File: config.mk
export PLATFORM = sky130hd
export DESIGN_NAME = hbs_lerp_lane
export DESIGN_NICKNAME = d
export VERILOG_FILES = /design/src/hdl/hbs_pkg.sv /design/src/hdl/hbs_lerp_lane.sv
export SDC_FILE = /design/constraint.sdc
export NUM_CORES = 2
export LEC_CHECK = 0
export BUFFER_PORTS_ARGS = -buffer_cell sky130_fd_sc_hd__buf_2
export CORE_MARGIN = 2
export CORE_UTILIZATION = 60
export CTS_CLUSTER_DIAMETER = 80
export DETAILED_ROUTE_END_ITERATION = 7
export PLACE_DENSITY = 0.82
export SYNTH_ARGS = -nofsm -noshare
export SYNTH_HDL_FRONTEND = slang
export SYNTH_SLANG_ARGS = --single-unit
File: constraint.sdc
create_clock -name clock -period 7.4 [get_ports clock]
set_input_delay 0.74 -clock clock [delete_from_list [all_inputs] [get_ports clock]]
set_output_delay 0.74 -clock clock [all_outputs]
set_load 0.05 [all_outputs]
File: src/hdl/hbs_pkg.sv
`default_nettype none

package hbs_pkg;

   // Store geometry
   localparam int STORE_DEPTH  = 4096;
   localparam int ADDR_W       = 12;
   localparam int GRID_SIZE_DEF = 64;

   // Field widths
   localparam int POS_W        = 32;
   localparam int HEIGHT_W     = 32;
   localparam int SLOPE_W      = 16;
   localparam int SCALE_W      = 24;
   localparam int AMP_W        = 16;
   localparam int WORD_W       = 32;
   localparam int FRAC_W       = 16;
   localparam int CODE_W       = 11;

   // Configuration port
   localparam int CSR_IDX_W    = 3;
   localparam int CSR_DATA_W   = 32;

   localparam logic [CSR_IDX_W-1:0] CSR_MOVE_X     = 3'd0;
   localparam logic [CSR_IDX_W-1:0] CSR_MOVE_Z     = 3'd1;
   localparam logic [CSR_IDX_W-1:0] CSR_GRID_SCALE = 3'd2;
   localparam logic [CSR_IDX_W-1:0] CSR_AMPLITUDE  = 3'd3;
   localparam logic [CSR_IDX_W-1:0] CSR_ALPHA_BITS = 3'd4;

   localparam logic [SCALE_W-1:0] GRID_SCALE_RST = 24'h01_0000;
   localparam logic [AMP_W-1:0]   AMPLITUDE_RST  = 16'h1000;

   // Opcodes
   localparam logic OP_LOAD   = 1'b0;
   localparam logic OP_SAMPLE = 1'b1;

   typedef struct packed {
      logic                       opcode;
      logic [ADDR_W-1:0]          texel_index;
      logic signed [HEIGHT_W-1:0] texel_height;
      logic signed [SLOPE_W-1:0]  texel_slope_x;
      logic signed [SLOPE_W-1:0]  texel_slope_z;
      logic signed [POS_W-1:0]    pos_x;
      logic signed [POS_W-1:0]    pos_y;
      logic signed [POS_W-1:0]    pos_z;
   } req_item_type;

   typedef struct packed {
      logic signed [POS_W-1:0] out_x;
      logic signed [POS_W-1:0] out_y;
      logic signed [POS_W-1:0] out_z;
      logic [WORD_W-1:0]       normal_word;
   } rsp_item_type;

   typedef struct packed {
      logic signed [HEIGHT_W-1:0] height;
      logic signed [SLOPE_W-1:0]  slope_x;
      logic signed [SLOPE_W-1:0]  slope_z;
   } texel_type;

endpackage

`default_nettype wire

File: src/hdl/hbs_lerp_lane.sv
`default_nettype none

// Six-stage bilinear blend of four corners, floor of the exact weighted sum.
module hbs_lerp_lane #(
   parameter int DATA_W = 16
) (
   input  logic                        clock,
   input  logic                        enable,
   input  logic signed [DATA_W-1:0]    corner_a1,
   input  logic signed [DATA_W-1:0]    corner_a2,
   input  logic signed [DATA_W-1:0]    corner_a3,
   input  logic signed [DATA_W-1:0]    corner_a4,
   input  logic [hbs_pkg::FRAC_W-1:0]  frac_x,
   input  logic [hbs_pkg::FRAC_W-1:0]  frac_z,
   output logic signed [DATA_W-1:0]    result
);
   import hbs_pkg::*;

   localparam int D_W   = DATA_W + 1;
   localparam int M_W   = DATA_W + FRAC_W + 1;
   localparam int R_W   = DATA_W + FRAC_W;
   localparam int DZ_W  = R_W + 1;
   localparam int MZ_W  = DZ_W + FRAC_W + 1;

   // stage 1: horizontal differences
   logic signed [D_W-1:0]    l1_d0_ff, l1_d1_ff;
   logic signed [DATA_W-1:0] l1_a1_ff, l1_a3_ff;
   logic [FRAC_W-1:0]        l1_fx_ff, l1_fz_ff;
   // stage 2: horizontal products
   logic signed [M_W-1:0]    l2_m0_ff, l2_m1_ff;
   logic signed [DATA_W-1:0] l2_a1_ff, l2_a3_ff;
   logic [FRAC_W-1:0]        l2_fz_ff;
   // stage 3: row values
   logic signed [R_W-1:0]    l3_r0_ff, l3_r1_ff;
   logic [FRAC_W-1:0]        l3_fz_ff;
   // stage 4: vertical difference
   logic signed [DZ_W-1:0]   l4_dz_ff;
   logic signed [R_W-1:0]    l4_r0_ff;
   logic [FRAC_W-1:0]        l4_fz_ff;
   // stage 5: vertical product
   logic signed [MZ_W-1:0]   l5_mz_ff;
   logic signed [R_W-1:0]    l5_r0_ff;
   // stage 6: result
   logic signed [DATA_W-1:0] l6_result_ff;

   logic signed [M_W-1:0]    m0_in, m1_in, r0_in, r1_in;
   logic signed [MZ_W-1:0]   mz_in, tot_in;

   always_comb begin
      m0_in  = M_W'(l1_d0_ff) * M_W'($signed({1'b0, l1_fx_ff}));
      m1_in  = M_W'(l1_d1_ff) * M_W'($signed({1'b0, l1_fx_ff}));
      r0_in  = (M_W'(l2_a1_ff) <<< FRAC_W) + l2_m0_ff;
      r1_in  = (M_W'(l2_a3_ff) <<< FRAC_W) + l2_m1_ff;
      mz_in  = MZ_W'(l4_dz_ff) * MZ_W'($signed({1'b0, l4_fz_ff}));
      tot_in = (MZ_W'(l5_r0_ff) <<< FRAC_W) + l5_mz_ff;
   end

   always_ff @(posedge clock) begin
      if (enable) begin
         l1_d0_ff     <= D_W'(corner_a2) - D_W'(corner_a1);
         l1_d1_ff     <= D_W'(corner_a4) - D_W'(corner_a3);
         l1_a1_ff     <= corner_a1;
         l1_a3_ff     <= corner_a3;
         l1_fx_ff     <= frac_x;
         l1_fz_ff     <= frac_z;

         l2_m0_ff     <= m0_in;
         l2_m1_ff     <= m1_in;
         l2_a1_ff     <= l1_a1_ff;
         l2_a3_ff     <= l1_a3_ff;
         l2_fz_ff     <= l1_fz_ff;

         l3_r0_ff     <= R_W'(r0_in);
         l3_r1_ff     <= R_W'(r1_in);
         l3_fz_ff     <= l2_fz_ff;

         l4_dz_ff     <= DZ_W'(l3_r1_ff) - DZ_W'(l3_r0_ff);
         l4_r0_ff     <= l3_r0_ff;
         l4_fz_ff     <= l3_fz_ff;

         l5_mz_ff     <= mz_in;
         l5_r0_ff     <= l4_r0_ff;

         // drop the 32 weight fraction bits: floor of the weighted sum
         l6_result_ff <= tot_in[2*FRAC_W +: DATA_W];
      end
   end

   assign result = l6_result_ff;

endmodule

`default_nettype wire

==> impl_metrics.yaml <==
logic_synthesis:
  yosys-top-cells-area: "fa_1, edfxtp_1, inv_1, ha_1, and2_1"
  ys.flop_type: "edfxtp_1"
  ys_seq_elements: 451
  synth_most_common_cell: "inv_1"
  yosysTopAreaCell: "fa_1"
  synth.cell_area_sq_mm: 0.0568
  syn_inst: 5515
  ys_async_sr_fraction: 0
  ys_warn_count: 0
  seq_area_frac_synth: 0.238
  synth_edf_count: 451
  synth.avg_cell_area_sq_um: 10.3
  syn-num-nets: 7041
  yosysUniqueCellTypes: 69
  synth_top_area_frac: 0.362
  netlist_top_cells_count: "inv_1, fa_1, nand2_1"
setup_path:
  reg2reg_to: "l2_m0_ff[30]"
  r2r_setup_slack_ns: 0.30
  slowest_stage: "edfxtp_1"
  r2r_start: "l1_fx_ff[11]"
  crit_type: "reg -> reg"
  crit_path_start_kind: "flop"
  endpoint_kind: "flop"
  cpMostUsedCell: "fa_1"
  crit_path_max_incr_delay_ns: 0.95
  cp.required_ns: 7.77
  ff2ff_path_depth: 19
  crit_chain: "nand2_1, fa_1, inv_1, fa_1, fa_1, fa_1, fa_1, inv_1, fa_1, inv_1, ha_1, a21o_1, a21oi_1, o21ai_0, a221oi_1, o211ai_1, a311oi_1, a21oi_1, xor2_1"
  cp_max_fo: 20
  worstPathArrival_ns: 7.46
sta:
  setup_violations: 0
  max-slew-margin-rel: 0.242
  post-route-min-period_ns: 7.10
  tightest_slew_ns: 1.14
  drv_slew: 0
  rsz0062_at_grt: "false"
  fin_crit_sh: 0.959
  max_freq_ghz: 0.141
  setup_tns_ns: 0
  hold_viol: 0
  finalClockSkew_ns: 0.0183
grt:
  grt_max_degree: 189
  grt_pass1_vias: 41100
  antenna_found_initial: 0
  track_usage: 0.274
  grt_pass1_wl_um: 211000
  grt_overflow_total: 0
placed_design:
  place_area_sq_mm: 0.0591
  numPortBuffers: 113
  gp_congestion: 0.940
  dp_hpwl_um: 101000
layout:
  areaGrowthSynthToFinish_pct: 7.21
  post-route-util: 0.651
  nNetsFinal: 7137
  diodes: 0
  stdcell_area_sq_mm: 0.0609
  drive_gt1_frac: 0.0550
clocking:
  postCtsHoldBufs: 0
  cts_tree: "yes"
  post_cts_buffers: 0
  clockRootBuffer: "clkbuf_16"
  insertion_delay_ns: 0.63
  cts_buffer_depth: 3
  cts_buffers: 51
  post_cts_resized: 0
  clk_pin_slew_ns: 0.07
  clock-sinks: 451
  cts_max_level: 2
routing:
  drtPass1Iterations: 6
  via_per_inst: 5.49
  wire_per_inst_um: 18.4
  routed_wl_um: 127000
  vias: 37900
  drtIter0Drc: 3077
  drtAntennaViolNets: 0
  drc: 0
min_path:
  hold_end: "l1_fz_ff[13]"
  min_from: "frac_z[13]"
  whs_path_depth: 1
  hold_class: "in -> reg"
floorplan:
  fp.dieW_um: 312
  die_area_sq_mm: 0.0971
  initial_core_util: 0.607
  rows: 112
  core_sq_mm: 0.0936
  boundaryPins: 114
  die_h_um: 312
run:
  maxCapViolCount: 0
outcome:
  outcome: "complete, no violations"
[worst max-delay path, delay by kind of cell, from the launching register on]
family	cells	cell delay (ns)
fa+ha+maj	7	3.36
compound gates	7	2.03
flops	1	0.95
simple gates	1	0.18
buf+inv	3	0.17
xor+xnor	1	0.16
[flip-flops by register name, indices dropped and copies added (netlist names), 17 cells and up]
register / count
l4_dz_ff: 33
l2_m0_ff: 32
l2_m1_ff: 32
l3_r0_ff: 32
l3_r1_ff: 32
l4_r0_ff: 32
l5_mz_ff: 32
l5_r0_ff: 32
l1_d0_ff: 17
l1_d1_ff: 17
[layout make-up]
class | instances | area, sq um
multi-input combinational | 3552 | 37600
fill | 7101 | 32700
sequential | 451 | 13500
inverter | 1345 | 5050
tap | 1254 | 1570
timing repair buffer | 210 | 1370
clock buffer | 56 | 1290
clock inverter | 39 | 493
[cells in the final DEF (no fill, tap or decap), types with 10 or more instances in the layout]
master and count:
inv_1 1345, fa_1 1028, nand2_1 660, and2_1 496, edfxtp_1 451, ha_1 400, xnor2_1 150, a21oi_1 115
buf_2 112, nor2_1 104, buf_4 92, o21ai_0 77, a21o_1 67, clkbuf_16 51, xor2_1 47, nand3_1 41
nor3_1 40, o21a_1 32, nor2b_1 28, and3_1 27, nand2b_1 26, a211oi_1 20, o21bai_1 20, or3_1 16
nand4_1 15, a31oi_1 12, a21boi_0 11, o211ai_1 10, a2111oi_0 10, clkinv_2 10
[per-stage QoR]
stage | hold WS (ns) | setup slack [ns] | std cells
floorplan | 0.400 | 1.05 | 5515
global placement | 0.401 | 0.566 | 6810
detailed placement | 0.405 | 0.460 | 6810
CTS | 0.252 | 0.418 | 6905
global route | 0.262 | 0.0237 | 6907
finish | 0.283 | 0.302 | 6907
[worst max-delay path by stage]
stage	cells past startpoint	slack, ns	to	start
6_report	19	0.30	l2_m0_ff[30]	l1_fx_ff[11]
4_1_cts	19	0.42	l2_m0_ff[30]	l1_fx_ff[11]
5_1_grt	21	0.02	l5_mz_ff[47]	l4_fz_ff[11]
3_3_place_gp	21	0.57	l5_mz_ff[46]	l4_fz_ff[11]
3_5_place_dp	23	0.46	l5_mz_ff[47]	l4_fz_ff[11]
2_1_floorplan	21	1.05	l2_m0_ff[30]	l1_d0_ff[12]
[layer usage]
metal  global-route usage  wire (um)
met2                0.467      63100
met1                0.350      48600
met3               0.0457       9610
met5                    0          0
met4                0.107       5600
[cells by family (layout without fill, tap and decap cells)]
group | count (synthesis) | in the layout | share of synthesized area
buffers and inverters | 1512 | 1650 | 0.0999
and+or+nand+nor | 1475 | 1475 | 0.128
adders and majority gates | 1428 | 1428 | 0.450
AOI/OAI and AO/OA | 451 | 451 | 0.0530
DFF | 451 | 451 | 0.238
xor gates and xnor gates | 197 | 197 | 0.0304
muxes | 1 | 1 | 0.000176
Power is not shown: default switching activity piles up to over one toggle a cycle in this logic, so the estimate is an artifact.
